[config.mk]
export PLATFORM = sky130hd
export DESIGN_NAME = prt_queue
export DESIGN_NICKNAME = d
export VERILOG_FILES = /design/src/prt_pkg.sv /design/src/prt_queue.sv
export SDC_FILE = /design/constraint.sdc
export NUM_CORES = 1
export LEC_CHECK = 0
export ABC_AREA = 1
export BUFFER_PORTS_ARGS = -buffer_cell sky130_fd_sc_hd__clkbuf_2
export CELL_PAD_IN_SITES_DETAIL_PLACEMENT = 2
export CELL_PAD_IN_SITES_GLOBAL_PLACEMENT = 2
export CORE_MARGIN = 3
export CORE_UTILIZATION = 37
export DETAILED_ROUTE_END_ITERATION = 6
export PLACE_DENSITY_LB_ADDON = 0.1
export SKIP_CTS_REPAIR_TIMING = 1
export SLEW_MARGIN = 20
export SYNTH_ARGS = -nofsm -noshare
export SYNTH_HDL_FRONTEND = slang
export SYNTH_SLANG_ARGS = --single-unit
[constraint.sdc]
create_clock -name clk -period 11.55 [get_ports clk]
set_input_delay 0.5775 -clock clk [delete_from_list [all_inputs] [get_ports clk]]
set_output_delay 0.5775 -clock clk [all_outputs]
set_load 0.005 [all_outputs]
[src/prt_pkg.sv]
// Types, codes and constants of the page range tracker
package prt_pkg;

	localparam int SLOTS_DEF          = 64;
	localparam int MAX_PAGE_BYTES_DEF = 1048576;
	localparam int QUEUE_DEPTH        = 2;
	localparam int PAGE_W             = 21;
	localparam logic [PAGE_W-1:0] PAGE_BYTES_RST = 21'd65536;

	typedef enum logic [2:0] {
		OP_OCCUPY = 3'd0,
		OP_READ   = 3'd1,
		OP_WRITE  = 3'd2,
		OP_FLUSH  = 3'd3,
		OP_CLEAR  = 3'd4
	} op_t;

	typedef enum logic [2:0] {
		ST_DONE       = 3'd0,
		ST_MISS       = 3'd1,
		ST_HOLE       = 3'd2,
		ST_OUTSIDE    = 3'd3,
		ST_NOT_CACHED = 3'd4
	} status_t;

	typedef enum logic {
		BK_IDLE,
		BK_EXEC
	} back_state_t;

	typedef struct packed {
		logic [2:0]  mode;
		logic [5:0]  slot;
		logic [63:0] file_id;
		logic [30:0] page_number;
		logic [19:0] byte_offset;
		logic [20:0] byte_count;
		logic        write_back;
	} item_t;

	typedef struct packed {
		logic [2:0]  status;
		logic [20:0] served_bytes;
		logic        flush_valid;
		logic [19:0] flush_start;
		logic [20:0] flush_length;
		logic [50:0] flush_file_offset;
	} result_t;

	// classified transaction as it travels from front to back
	typedef struct packed {
		item_t item;
		logic  mode_bad;
		logic  slot_bad;
		logic  outside;
	} qentry_t;

	typedef struct packed {
		logic [63:0] tag_file;
		logic [30:0] tag_page;
		logic [19:0] range_start;
		logic [20:0] range_length;
		logic [19:0] dirty_start;
		logic        dirty_mark;
		logic        writeback_mode;
	} slot_entry_t;

endpackage

[src/prt_queue.sv]
// Short queue between the front end and the back end
module prt_queue
	import prt_pkg::*;
(
	input  logic    clk,
	input  logic    arst_n,
	input  logic    push_valid,
	output logic    push_ready,
	input  qentry_t push_entry,
	output logic    pop_valid,
	input  logic    pop_ready,
	output qentry_t pop_entry
);

	localparam int PTR_W = (QUEUE_DEPTH > 1) ? $clog2(QUEUE_DEPTH) : 1;
	localparam int CNT_W = $clog2(QUEUE_DEPTH + 1);

	qentry_t          buf_q [QUEUE_DEPTH];
	logic [PTR_W-1:0] wr_ptr_q;
	logic [PTR_W-1:0] rd_ptr_q;
	logic [CNT_W-1:0] count_q;
	logic             do_push;
	logic             do_pop;

	assign push_ready = count_q != CNT_W'(QUEUE_DEPTH);
	assign pop_valid  = count_q != '0;
	assign pop_entry  = buf_q[rd_ptr_q];
	assign do_push    = push_valid && push_ready;
	assign do_pop     = pop_valid && pop_ready;

	always_ff @(posedge clk or negedge arst_n) begin
		if (!arst_n) begin
			wr_ptr_q <= '0;
			rd_ptr_q <= '0;
			count_q  <= '0;
		end else begin
			if (do_push) begin
				wr_ptr_q <= (wr_ptr_q == PTR_W'(QUEUE_DEPTH - 1)) ? '0 : wr_ptr_q + 1'b1;
			end
			if (do_pop) begin
				rd_ptr_q <= (rd_ptr_q == PTR_W'(QUEUE_DEPTH - 1)) ? '0 : rd_ptr_q + 1'b1;
			end
			if (do_push && !do_pop) begin
				count_q <= count_q + 1'b1;
			end else if (do_pop && !do_push) begin
				count_q <= count_q - 1'b1;
			end
		end
	end

	always_ff @(posedge clk) begin
		if (do_push) begin
			buf_q[wr_ptr_q] <= push_entry;
		end
	end

endmodule

==> impl_results.md <==
- Max H-tree Level: 2
- Fmax achieved: 0.2609 GHz
- Syn avg cell area: 13.74 sq um
- Slew @ Worst Pin: 979.7 ps
- Hold violation total from the final report: 0
- Drt wl/cell: 19.90 microns
- Post-route setup TNS: 0 ps
- Clock Skew: 6.528 ps
- Via density: 4.716
- Initial core utilization: 38.12%
- Reg2Reg Setup Slack: 8980 ps
- CP max-delay cell: buf_4
- Fin. max-slew vios: 0
- Die Width: 179.1 microns
- Dominant cells by area after synthesis: edfxtp_1, nand2_1, buf_6, dfrtp_1, buf_2
- Max_cap viols: 0
- Port bufs: 303
- Cell count after synthesis: 807
- Vias in the first global route: 7886
- Post-synth top area share: 80.70%
- Die Y-Extent: 179.1 microns
- Detailed placement HPWL: 20380 microns
- Final Cell Area: 14000 sq um
- Worst Path Required: 10970 ps
- Yosys warnings: 0
- Hold Crit Class: in -> reg
- CP endpoint kind: primary output
- Slew Limit Headroom: 34.69%
- Seq/Total Area, Yosys: 81.61%
- Initial DRC count: 430
- I/O pin total: 304
- Total nets after synthesis: 961
- Clock sinks: 302
- Routed wire length: 30420 microns
- Clk_lat worst skew: 490 ps
- RD Place Congestion: 0.6938
- Flop and latch count out of synthesis: 302
- RSZ-0062 raised after global routing: false
- Row count: 62
- Post-Syn Area: 11090 sq um
- Core ar.: 29090 sq um
- Crit-path cells: inv_4, buf_4, nand2_1, nand2_1, clkbuf_2
- Post-route antenna net violation count: 0
- Cell Count, Final, Fillers Out: 1529
- Setup violators final: 0
- Data arrival, critical path: 3260 ps
- Worst IR Drop VDD: 135.5 uV
- Area Growth Syn to Fin: 26.25%
- CTS tree: built
- Total power: 3.665 mW
- Count of cell types in the netlist: 14
- Worst-path maximum fanout: 80
- DRC errors left: 0
- First-pass GRT wire length: 45350 microns
- Ratio of cells with drive above 1 in the final layout: 31.29%
- Total number of vias: 7211
- Largest net degree at the start of global routing: 81
- Dpl cells: 1468
- Crit-path max cell delay: 770 ps
- Worst setup SP type: flip-flop
- Num CTS Buffers: 35
- Cell taking the most area after synthesis: edfxtp_1
- Run status: complete, no violations
- Minimum clock period after layout: 3833 ps
- Antenna violations before repair: 3
- Critical path type: reg -> out
- Most used cell along the critical path: nand2_1
- Pwr dens: 261.8 nW/um^2
- GRT Overall Usage: 18.65%
- Bufs on Longest Clock Path: 3
- Leakage dissipation: 6.047 nW
- Grt ovf: 0
- Placed Area: 12910 sq um
- FILL cells: 2962
- Die area: 32080 sq um
- Final #Nets: 1276
- Final period utilization: 33.19%
- Initial DRT Pass Iterations: 4
- Clk pin slew, worst setup/hold paths: 60 ps
- CTS root buf: clkbuf_16
power by group:
part | switching, mW | internal [mW]
registers | 0.0907 | 1.50
clock network | 0.415 | 0.625
logic | 0.696 | 0.335
total | 1.20 | 2.46
cell usage in the layout (no fill, tap or decap):
master / count
edfxtp_1: 298
clkbuf_2: 303
buf_4: 7
inv_1: 6
diode_2: 1
inv_6: 1
clkbuf_1: 7
inv_4: 1
nand4_1: 1
dfrtp_1: 3
xnor2_1: 1
dfrtp_4: 1
xor2_1: 1
clkinv_2: 4
clkbuf_16: 37
nand2_1: 457
clkinv_1: 8
dlygate4sd3_1: 1
nand3_1: 2
nor2_4: 2
ha_1: 1
bufinv_16: 2
per-stage QoR:
step | setup WS (ps) | hold WS [ps] | utilization [%]
after floorplan | 4019 | 281.9 | -
after global placement | 8143 | 397.4 | 44.40
after detailed placement | 8166 | 399.3 | 44.40
after CTS | 7588 | -135.9 | 48.08
after global routing | 7387 | 248.4 | 48.11
final | 7717 | 267.3 | 48.12
synth_stat cells:
| cell | instances |
|---|---|
| edfxtp_1 | 298 |
| inv_1 | 6 |
| inv_4 | 1 |
| nand4_1 | 1 |
| dfrtp_1 | 4 |
| buf_6 | 11 |
| nand2_1 | 457 |
| buf_4 | 3 |
| xor2_1 | 1 |
| nor2_1 | 2 |
| xnor2_1 | 1 |
| ha_1 | 1 |
| buf_2 | 19 |
| nand3_1 | 2 |
layout make-up:
cell class	count	area, sq um	share of cell area [%]
Sequential cell	302	9052	64.67
Multi-Input combinational cell	465	1784	12.75
Timing Repair Buffer	311	1579	11.28
Clock buffer	44	952.2	6.802
Tap cell	384	480.5	3.432
Clock inverter	15	118.9	0.8491
Inverter	7	28.78	0.2056
Antenna cell	1	2.502	0.01788
critical path: cells and delay by family (launching register included):
family | cells | cell delay [ps]
buffers and inverters | 3 | 1640
flip-flops | 1 | 720
AND/OR/NAND/NOR | 2 | 300
kinds of logic (layout without fill, tap and decap cells):
family                   after synthesis  after routing  synth area share [%]
other                                  0              1                     0
flip-flops                           302            302                 81.61
adder cells (fa/ha/maj)                1              1                0.1128
AND/OR/NAND/NOR                      462            462                 15.69
buffers and inverters                 40            377                 2.437
XOR/XNOR                               2              2                0.1580
registers in the layout, indices dropped and copies added (netlist names):
name,flops
rd_ptr_q,1
buf_q,298
count_q,2
wr_ptr_q,1
worst paths after layout:
check / from / depth (start not counted) / endpoint
min: push_entry[92] / 1 / buf_q[0][92]
min reg2reg: count_q[0] / 1 / count_q[0]
max: rd_ptr_q / 5 / pop_entry[124]
min in group asynchronous: arst_n / 2 / count_q[0]
max in group asynchronous: arst_n / 2 / rd_ptr_q
max reg2reg: count_q[0] / 5 / buf_q[0][78]
layer usage:
metal	share of wire, %	vias up	global-route usage [%]
li1	-	3363	-
met1	38	3590	22.23
met2	52	205	33.11
met3	7.6	47	5.718
met4	2.0	6	4.478
met5	0.12	-	0
Power figures use the tool's default switching activity.
