<file path="config.mk">
export PLATFORM = sky130hd
export DESIGN_NAME = prt_front
export DESIGN_NICKNAME = d
export VERILOG_FILES = /design/src/prt_pkg.sv /design/src/prt_front.sv
export SDC_FILE = /design/constraint.sdc
export NUM_CORES = 1
export LEC_CHECK = 0
export BUFFER_PORTS_ARGS = -buffer_cell sky130_fd_sc_hd__buf_4
export CAP_MARGIN = 20
export CORE_AREA = 2 2 127 129
export DETAILED_ROUTE_END_ITERATION = 8
export DIE_AREA = 0 0 129 131
export HOLD_SLACK_MARGIN = 0.1
export PLACE_DENSITY = 0.8
export SKIP_LAST_GASP = 1
export SLEW_MARGIN = 15
export SYNTH_ARGS = -nofsm -noshare
export SYNTH_HDL_FRONTEND = slang
export SYNTH_SLANG_ARGS = --single-unit
</file>
<file path="constraint.sdc">
create_clock -name clk -period 6.2 [get_ports clk]
set_input_delay 0.31 -clock clk [delete_from_list [all_inputs] [get_ports clk]]
set_output_delay 0.31 -clock clk [all_outputs]
set_load 0.01 [all_outputs]
</file>
<file path="src/prt_pkg.sv">
// Types, codes and constants of the page range tracker
package prt_pkg;

	localparam int SLOTS_DEF          = 64;
	localparam int MAX_PAGE_BYTES_DEF = 1048576;
	localparam int QUEUE_DEPTH        = 2;
	localparam int PAGE_W             = 21;
	localparam logic [PAGE_W-1:0] PAGE_BYTES_RST = 21'd65536;

	typedef enum logic [2:0] {
		OP_OCCUPY = 3'd0,
		OP_READ   = 3'd1,
		OP_WRITE  = 3'd2,
		OP_FLUSH  = 3'd3,
		OP_CLEAR  = 3'd4
	} op_t;

	typedef enum logic [2:0] {
		ST_DONE       = 3'd0,
		ST_MISS       = 3'd1,
		ST_HOLE       = 3'd2,
		ST_OUTSIDE    = 3'd3,
		ST_NOT_CACHED = 3'd4
	} status_t;

	typedef enum logic {
		BK_IDLE,
		BK_EXEC
	} back_state_t;

	typedef struct packed {
		logic [2:0]  mode;
		logic [5:0]  slot;
		logic [63:0] file_id;
		logic [30:0] page_number;
		logic [19:0] byte_offset;
		logic [20:0] byte_count;
		logic        write_back;
	} item_t;

	typedef struct packed {
		logic [2:0]  status;
		logic [20:0] served_bytes;
		logic        flush_valid;
		logic [19:0] flush_start;
		logic [20:0] flush_length;
		logic [50:0] flush_file_offset;
	} result_t;

	// classified transaction as it travels from front to back
	typedef struct packed {
		item_t item;
		logic  mode_bad;
		logic  slot_bad;
		logic  outside;
	} qentry_t;

	typedef struct packed {
		logic [63:0] tag_file;
		logic [30:0] tag_page;
		logic [19:0] range_start;
		logic [20:0] range_length;
		logic [19:0] dirty_start;
		logic        dirty_mark;
		logic        writeback_mode;
	} slot_entry_t;

endpackage

</file>
<file path="src/prt_front.sv">
// Front end: accepts transactions and classifies mode, slot and page bound
module prt_front
	import prt_pkg::*;
#(
	parameter int SLOTS          = SLOTS_DEF,
	parameter int MAX_PAGE_BYTES = MAX_PAGE_BYTES_DEF
) (
	input  logic              clk,
	input  logic              arst_n,
	input  logic              req_valid,
	output logic              req_ready,
	input  item_t             req,
	input  logic [PAGE_W-1:0] page_bytes,
	output logic              push_valid,
	input  logic              push_ready,
	output qentry_t           push_entry
);

	logic        valid_s1;
	qentry_t     entry_s1;
	qentry_t     cls;
	logic [31:0] limit;

	assign req_ready  = !valid_s1 || push_ready;
	assign push_valid = valid_s1;
	assign push_entry = entry_s1;

	always_comb begin
		limit = (32'(page_bytes) < 32'(MAX_PAGE_BYTES)) ? 32'(page_bytes)
			: 32'(MAX_PAGE_BYTES);
		cls.item     = req;
		cls.mode_bad = req.mode > OP_CLEAR;
		cls.slot_bad = 32'(req.slot) >= 32'(SLOTS);
		cls.outside  = (32'(req.byte_offset) + 32'(req.byte_count)) > limit;
	end

	always_ff @(posedge clk or negedge arst_n) begin
		if (!arst_n) begin
			valid_s1 <= 1'b0;
		end else if (req_ready) begin
			valid_s1 <= req_valid;
		end
	end

	always_ff @(posedge clk) begin
		if (req_valid && req_ready) begin
			entry_s1 <= cls;
		end
	end

endmodule

</file>
==> metrics.md, run 1 <==
| Metric | Value |
|---|---|
| Outcome | complete, no violations |
| Max-Cap Viols | 0 |
| CTS tree | yes |
| Core Region | 0.01560 mm^2 |
| Slowest-stage cell, CP | or4_1 |
| Setup Total Neg Slack | 0 ns |
| Slew margin rel. | between 30% and 40% |
| CP Cell Sequence | dlygate4sd3_1, buf_4, ha_1, fa_1, a21o_1, a221oi_2, or4_4, nand2_1, a211oi_1, nor2_1, ha_1, nand2_1, or2_2, or4_1, a21oi_1, nor3_1, o22ai_1 |
| Site Rows | 46 |
| Per-cell routed wire length | 20.33 um |
| Final core occ | 69.27% |
| Fin crit period | 4.247 ns |
| Crit-path max cell delay | 0.56 ns |
| Vias post-DR | around 5300 |
| CP Launch Type | primary input |
| Clk buf depth | 2 |
| Syn nets | 587 |
| RSZ-0062 raised after global routing | false |
| Post-synth ARST share | less than 1% |
| DRC viols | 0 |
| Worst vdd ir | 0.2406 mV |
| Mapped cell area | 0.006067 mm^2 |
| Syn Inst Count | 374 |
| Sequential element share of the synthesized area | 73.66% |
| Worst-path clk slew | 0.07 ns |
| Final worst slack | 1.953 ns |
| Largest net degree at the start of global routing | slightly above 80 |
| CP required | roughly 6.5 ns |
| Share of layout cells above drive strength 1 | roughly two fifths |
| Crit path max fanout | 4 |
| Vias per cell | 4.874 |
| First-pass GRT wire length | around 31000 um |
| Top_reg_cell synth | edfxtp_1 |
| EDFF count, synth | roughly 150 |
| Worst slack, placed | 2.122 ns |
| Clock sink count | around 150 |
| Chip height | 131 um |
| Final hold vios | 0 |
| Worst setup EP type | flop |
| # nets final | 1069 |
| Tcrit/Tclk final | around two thirds |
| Syn Area/Cell | 16.22 um^2 |
| DRT antenna net count | 0 |
| Skew-Pair Late Insertion Delay | 0.42 ns |
| Count of different cell masters after synthesis | 45 |
| Yosys reg bits | between 100 and 150 |
| Buffers on Ports | 320 |
| Synth Warn # | 0 |
| Synth-to-Final Area Change | 78.08% |
| Final setup vio count | 0 |
| Power Density | 255.9 mW/mm^2 |
| Worst Tran Pin Value | roughly 1 ns |
| GRT overflow | 0 |
| H-tree depth | 4 |
| Total CTS buffers | 17 |
| Setup bufs post-CTS | 0 |
| Pre-antenna DRT Iters | 6 |
| Initial antenna violation count | 7 |
| CP Class | primary input to flop |
| Clk_skew | 0.008079 ns |
| Die footprint | around 0.017 mm^2 |
| Starting Density | 38.90% |
| Total Routing Usage GR | 25.47% |
| CP arrival | 4.51 ns |
| Num ports | about 320 |
| HP Class | primary input to async pin |
| Final Wtd Congestion | 0.8450 |
| Slew Limit Fails | 0 |
| Vias in the first global route | 5476 |
| Max Clk Rate | 0.2354 GHz |
| Width of the die | 129 um |
| Post-CTS sizing | 0 |
| Leak | approximately 4.6 nW |
| Initial DRC Count | 337 |
| Drt total wl | 22180 um |
| Half-perimeter wire length after placement | 14260 um |
| Root Driver | clkbuf_16 |
==> path summary, 6_finish.rpt <==
check,cells after the start,startpoint,slack (ns),to
max in group asynchronous,2,arst_n,5.89,push_valid
worst max-delay path,17,req[1],1.95,push_entry[0]
min in group clk,3,push_ready,0.26,push_valid
worst max register to register,3,push_valid,3.55,push_entry[44]
worst min register to register,2,push_valid,0.62,push_valid
worst min-delay path,2,arst_n,0.22,push_valid
==> critical path, delay by kind of cell <==
family                   cells  cell delay, ns
AO/OA/AOI/OAI                5            1.22
buffers and inverters        2            0.67
adder cells (fa/ha/maj)      3            0.91
AND/OR/NAND/NOR              7            1.41
==> what timing repair did <==
action | CTS | global route
setup endpoints to repair | 0 | 0
hold buffers | 148 | 0
endpoints found under the hold margin | 148 | 0
==> synth_stat cells (3+ instances only) <==
cell type  count  area share (%)
a21o_1         9             1.1
ha_1          41             8.5
nor2b_1        3            0.31
nor2_1        17             1.1
nand4_1        6            0.62
clkbuf_1       3            0.19
nor3_1         4            0.33
o21bai_1       3            0.37
a211oi_1       3            0.37
xor2_1         5            0.72
xnor2_1       11             1.6
and3_1         3            0.31
a21oi_1       23             1.9
edfxtp_1     148              73
inv_1          9            0.56
o21ai_0       13             1.1
nand2_1       34             2.1
==> cells by family (layout without fill, tap and decap cells) <==
group	Yosys count	in the layout	synth area share, %
fa+ha+maj	42	42	8.785
compound gates	70	70	7.651
simple gates	81	81	6.352
buf+inv	15	510	1.175
other cells	1	7	0.06181
xor+xnor	16	16	2.310
flops	149	149	73.66
==> sequential cells by signal, indices dropped and copies added, names as in the netlist <==
signal,count
push_entry,148
push_valid,1
==> cell usage in the layout, fill, tap and decap left out, types with 5 or more instances in the layout <==
cell type      netlist  routed
diode_2              0       6
ha_1                41      41
dlygate4sd3_1        0     148
o21ai_0             13      13
a21oi_1             23      23
xor2_1               5       5
a21o_1               9       9
inv_1                9       9
clkbuf_16            0      17
edfxtp_1           148     148
nor2_1              17      17
xnor2_1             11      11
nand4_1              6       6
buf_4                2     321
nand2_1             34      34
==> stage by stage <==
stage                     hold WS, ns  area [um^2]  power, W  cells
final                          0.2240        10800  0.002765   1091
after global routing           0.2187        10800  0.002866   1090
after CTS                      0.2018        10790  0.002745   1085
after detailed placement      0.08906         8712  0.001633    905
after global placement        0.08524         8712  0.001624    905
after floorplan               0.01441         6067  0.001420    374
==> final cells by class <==
type | instances | area, um^2
clock inverters | 15 | 170.2
fillers | 1019 | 4793
repair buffers | 469 | 3891
flip-flops and latches | 149 | 4469
diodes | 6 | 15.01
clock buffers | 17 | 425.4
inverters | 9 | 33.78
well taps | 216 | 270.3
multi-input cells | 210 | 1529
==> metal layers <==
metal | up-vias | share of wire (%) | GRT usage, % | wire length [um]
met5 | - | 0.30 | 0 | 66
met4 | 6 | 2.8 | 10.23 | 610
met3 | 49 | 7.6 | 8.306 | 1687
met2 | 256 | 54 | 47.37 | 11960
met1 | 2584 | 35 | 26.61 | 7848
li1 | 2422 | - | - | -
==> power breakdown <==
group,switching [W],total [W],internal (W),leakage [nW]
registers,0.0000216,0.00120,0.00118,1.42
logic,0.000235,0.000509,0.000273,2.91
clock network,0.000452,0.00106,0.000605,0.288
Power figures use the tool's default switching activity.
==> run 2: changes to the inputs <==
Settings changed: ABC_AREA from default to 1, CORE_AREA 2 2 127 129 to default, CORE_UTILIZATION from default to 41, DIE_AREA 0 0 129 131 to default, PLACE_DENSITY 0.8 to 0.85.
Clock period 6.2 ns to 3.9 ns, I/O delays scaled along.
==> metrics.md, run 2 <==
| Metric | Value |
|---|---|
| Delay-heaviest family, CP | adder cells |
| Slew margin rel. | 29.98% |
| Slew Limit Fails | 0 |
| Yosys reg bits | approximately 150 |
| Worst setup EP type | flop |
| Skew-Pair Late Insertion Delay | 0.41 ns |
| Setup Total Neg Slack | 0 ns |
| Clk_skew | 0.009577 ns |
| Num ports | 322 |
| Most frequent cell after synthesis | edfxtp_1 |
| DRC viols | 0 |
| Buffers on Ports | 320 |
| Synth-to-Final Area Change | 76.27% |
| EDFF count, synth | 148 |
| Syn Area/Cell | 13.82 um^2 |
| Fin crit period | roughly 3.2 ns |
| Starting Density | 42.53% |
| R2R depth | 2 |
| Crit-path max cell delay | 0.55 ns |
| Post-CTS sizing | 0 |
| Final Wtd Congestion | 0.8460 |
| Post-synth ARST share | 0.6711% |
| Top_reg_cell synth | edfxtp_1 |
| Root Driver | clkbuf_16 |
| Total CTS buffers | 17 |
| # nets final | 1155 |
| Final hold vios | 0 |
| Count of different cell masters after synthesis | 33 |
| Sequential element share of the synthesized area | just over 70% |
| Mapped cell area | about 0.0063 mm^2 |
| Initial antenna violation count | 5 |
| Multi-input logic area | roughly 0.0017 mm^2 |
| Syn Inst Count | 454 |
| DRT antenna net count | 0 |
| Worst Tran Pin Value | 1.050 ns |
| Syn nets | 667 |
| Share of layout cells above drive strength 1 | 37.91% |
| Vias post-DR | 5795 |
| Site Rows | 44 |
| Half-perimeter wire length after placement | 15320 um |
| Most frequent cells in the layout | buf_4, dlygate4sd3_1, edfxtp_1, nand2_1, ha_1 |
| Top cell type's share of synthesized area | 70.83% |
| Tcrit/Tclk final | 82.22% |
| Max Clk Rate | ~0.31 GHz |
| Initial DRC Count | 476 |
| Max-Cap Viols | 0 |
| Hold endpoint | push_entry[96] |
| CP Launch Type | primary input |
| Clk buf depth | 2 |
| Commonest non-fill, non-tap cell in the layout | buf_4 |
| Design Area, Final | 0.01106 mm^2 |
| H-tree depth | 4 |
| RSZ-0062 raised after global routing | false |
| CP required | 4.07 ns |
| Hold_sp | req[93] |
| Reg-to-reg startpoint | push_valid |
| Setup bufs post-CTS | 0 |
| Power Density | 413.3 mW/mm^2 |
| Vias per cell | 5.066 |
| Reg area | 0.004469 mm^2 |
| Slowest-stage cell, CP | dlygate4sd3_1 |
| Worst-path clk slew | 0.07 ns |
| Hold Buf Count CTS | 150 |
| Final setup vio count | 0 |
| First-pass GRT wire length | 35560 um |
| Critical path buffers and inverters | 3 |
| Largest register FFs | around 150 |
| CP Cell Sequence | dlygate4sd3_1, buf_4, ha_1, fa_1, nand3_1, and2_4, o21bai_4, a21oi_1, xnor2_1, ha_1, nand2_1, inv_1, nand2_1, nand2_1, a21oi_1, nand2_1, nand2_1, nand2_1, nand2_1, nand2_1, nand2_1, nand2_1 |
| HP Class | primary input to flop |
| Final core occ | 74.97% |
| CP Class | primary input to flop |
| Worst vdd ir | 0.4088 mV |
| GRT overflow | 0 |
| Synth area leader | edfxtp_1 |
| Top cells by area, synth | edfxtp_1, ha_1, nand2_1 |
| Pre-antenna DRT Iters | 6 |
| Largest net degree at the start of global routing | 84 |
| Clock sink count | 149 |
| Synth Warn # | 0 |
| Drt total wl | 24610 um |
| CTS tree | yes |
| CP arrival | 3.37 ns |
| Die footprint | 0.01580 mm^2 |
| Hold Path Cell Cnt | 2 |
| Per-cell routed wire length | 21.51 um |
| Crit. Startpoint | req[1] |
| Outcome | complete, no violations |
| Chip height | between 100 and 150 um |
| Worst R2R Setup Slack | 2.07 ns |
| Fillcell total | 893 |
| Top cells by count, synth | edfxtp_1, nand2_1, ha_1, a21oi_1, inv_1 |
| Vias in the first global route | 5971 |
| Crit path max fanout | 4 |
| Reg2reg end | push_entry[38] |
| Final hold slack | 0.4952 ns |
| Width of the die | 125.7 um |
| Total Routing Usage GR | between 30 and 40% |
| Placed Area | ~0.0089 mm^2 |
| Leak | 4.868 nW |
| Core Region | 0.01475 mm^2 |
| Cell mode on critical path | nand2_1 |
==> run 2: cell count changes in the layout (fill, tap and decap cells not counted), sizes merged, moves of 5 or more <==
cell   change
xor2       +8
nor2      +10
nand3     +11
inv       +18
a21oi      +9
a21o       -7
nand2     +62
xnor2      -5
==> run 2: final cells by class <==
| class | count | share of cell area [%] |
|---|---|---|
| clock inverter | 14 | 1.799 |
| clock buffer | 18 | 3.880 |
| antenna | 5 | 0.1131 |
| tap | 184 | 2.081 |
| timing repair buffer | 472 | 35.43 |
| sequential | 149 | 40.41 |
| multi-input combinational | 271 | 15.24 |
| inverter | 31 | 1.052 |
==> run 2: metal layers <==
layer  track usage (%)  vias to the layer above  part of all wire, %
met3             7.264                       66                  7.3
met1             33.35                     2798                   35
met5                 0                        -                    0
li1                  -                     2619                    -
met4             14.13                        0                  3.4
met2             58.07                      312                   54
==> run 2: kinds of logic after synthesis <==
group / Yosys count / synth area share [%]
xor+xnor: 19 / 2.652
simple gates: 151 / 10.15
fa+ha+maj: 42 / 8.494
flops: 149 / 71.23
buf+inv: 34 / 2.094
other cells: 1 / 0.05976
compound gates: 58 / 5.324
==> run 2: power by group <==
group	total, W	leakage, nW	internal [W]	switching [W]
logic	0.000877	3.15	0.000444	0.000433
clock network	0.00178	0.302	0.00108	0.000703
registers	0.00191	1.42	0.00187	0.0000374
total	0.00457	4.87	0.00340	0.00117
==> run 2: how the worst max path moves through the flow <==
stage	cells past startpoint	end
3_3_place_gp	21	push_entry[0]
6_report	22	push_entry[0]
2_1_floorplan	1	push_entry[0]
4_1_cts	22	push_entry[0]
5_1_grt	17	push_entry[0]
3_5_place_dp	21	push_entry[0]
==> run 2: metrics by stage <==
| stage | std cells | power (W) | worst slack (ns) |
|---|---|---|---|
| floorplan | 454 | 0.002288 | 0.5617 |
| global placement | 957 | 0.002638 | 0.8434 |
| detailed placement | 957 | 0.002651 | 0.8859 |
| CTS | 1139 | 0.004506 | 0.7507 |
| global route | 1144 | 0.004731 | 0.4424 |
| finish | 1144 | 0.004571 | 0.6935 |
==> run 3: changes to the inputs <==
Settings changed: CORE_AREA from default to 2 2 124 126, CORE_UTILIZATION 41 to default, DIE_AREA from default to 0 0 126 128.
Clock period 3.9 ns to 3.2 ns, I/O delays scaled along.
==> metrics.md, run 3 (synthesis gave the netlist of run 2 again) <==
| Metric | Value |
|---|---|
| Die footprint | 0.01613 mm^2 |
| GRT overflow | 0 |
| Outcome | complete, no violations |
| Vias post-DR | between 5000 and 6000 |
| Slew Limit Fails | 0 |
| Half-perimeter wire length after placement | 16070 um |
| Skew-Pair Late Insertion Delay | 0.41 ns |
| Delay-heaviest family, CP | compound AO/OA/AOI/OAI gates |
| Largest net degree at the start of global routing | 43 |
| Setup Total Neg Slack | 0 ns |
| Pre-antenna DRT Iters | 5 |
| Final core occ | 75.45% |
| Vias in the first global route | 5905 |
| H-tree depth | 4 |
| Root Driver | clkbuf_16 |
| CTS tree | yes |
| Most frequent cells in the layout | buf_4, dlygate4sd3_1, edfxtp_1, nand2_1, ha_1 |
| Slowest-stage cell, CP | dlygate4sd3_1 |
| Final hold slack | 0.1712 ns |
| CP Cell Sequence | dlygate4sd3_1, buf_4, ha_2, nand2_1, nor2_1, a21oi_2, o21ai_1, xor2_1, ha_1, a21oi_1, o21ai_0, a21boi_0, nand2_1, nand2_1, nand2_1, nand2_1, nand2_1 |
| Buffers on Ports | 320 |
| Clock sink count | between 100 and 150 |
| Max Clk Rate | 0.3250 GHz |
| Starting Density | 42.21% |
| Tcrit/Tclk final | 96.15% |
| Drt total wl | 25290 um |
| Num ports | ~320 |
| Clk buf depth | 2 |
| Fin crit period | 3.077 ns |
| Crit-path max cell delay | 0.56 ns |
| Worst Tran Pin Value | 0.7295 ns |
| Initial antenna violation count | 3 |
| Initial DRC Count | 520 |
| Clk_skew | 0.01221 ns |
| Width of the die | 126 um |
| HP Class | primary input to flop |
| CP Launch Type | primary input |
| Total Routing Usage GR | 30.37% |
| First-pass GRT wire length | 35870 um |
| Commonest non-fill, non-tap cell in the layout | buf_4 |
| Max-Cap Viols | 0 |
| Total CTS buffers | 17 |
| CP required | 3.36 ns |
| Final hold vios | 0 |
| CP arrival | around 3.2 ns |
| Share of layout cells above drive strength 1 | 40.19% |
| # nets final | 1158 |
| Final setup vio count | 0 |
| Worst setup EP type | flop |
| Critical path buffers and inverters | 2 |
| Per-cell routed wire length | 21.97 um |
| CP Class | primary input to flop |
| Crit path max fanout | 6 |
| Final Wtd Congestion | 0.9421 |
| Synth-to-Final Area Change | 78.72% |
| Cell mode on critical path | nand2_1 |
| DRC viols | 0 |
| DRT antenna net count | 0 |
| Worst-path clk slew | 0.07 ns |
| Largest register FFs | 148 |
| Chip height | about 130 um |
| Core Region | approximately 0.015 mm^2 |
| Vias per cell | 5.097 |
| Leak | 4.922 nW |
| Slew margin rel. | 51.26% |
| Power Density | 505.6 mW/mm^2 |
| Worst vdd ir | approximately 0.44 mV |
| Site Rows | 45 |
-- run 3: worst register-to-register path, cell delays in order (launching register included) --
cell and delay, ns:
dfrtp_2 0.45, a21oi_4 0.61, buf_4 0.39
-- run 3: final timing paths --
kind                                       end  slack (ns)        from  depth (start not counted)
worst max-delay path             push_entry[0]        0.12      req[5]                         17
worst min-delay path                push_valid        0.17  push_ready                          4
worst max register to register  push_entry[28]        1.42  push_valid                          2
worst min register to register      push_valid        0.70  push_valid                          2
max in group asynchronous           push_valid        2.46      arst_n                          3
min in group asynchronous           push_valid        0.62      arst_n                          3
-- run 3: stage by stage --
step	power [W]	area (um^2)	setup WS, ns	std cells
3_3_place_gp	0.003220	8992	0.3534	965
4_1_cts	0.005572	11130	0.1491	1146
3_5_place_dp	0.003243	8992	0.2656	965
6_report	0.005670	11210	0.1232	1151
5_1_grt	0.005850	11210	-0.004837	1150
2_1_floorplan	0.002788	6287	-0.1245	454
-- run 3: area by class of cell --
class / instances / area [um^2]
inverters: 31 / 116.4
well taps: 188 / 235.2
fillers: 865 / 3650
diodes: 5 / 12.51
repair buffers: 475 / 3976
clock buffers: 18 / 429.2
flip-flops and latches: 149 / 4471
multi-input cells: 271 / 1753
clock inverters: 14 / 221.5
-- run 3: where the power goes --
part           internal [W]  switching (W)
Combinational      0.000557       0.000542
Clock               0.00140       0.000842
Sequential          0.00228      0.0000483
Total               0.00424        0.00143
-- run 3: repair_timing --
| action | CTS | global route |
|---|---|---|
| endpoints found under the setup margin | 0 | 1 |
| gates resized for setup | 0 | 18 |
| buffers inserted | 0 | 0 |
| hold buffers | 149 | 0 |
| endpoints found under the hold margin | 149 | 0 |
-- run 3: routing by layer --
metal | routed length (um) | vias up | track usage, %
li1 | - | 2626 | -
met1 | 9183 | 2871 | 35.12
met2 | 13970 | 322 | 56.07
met3 | 1539 | 48 | 6.177
met4 | 598 | 0 | 10.60
met5 | 0 | - | 0
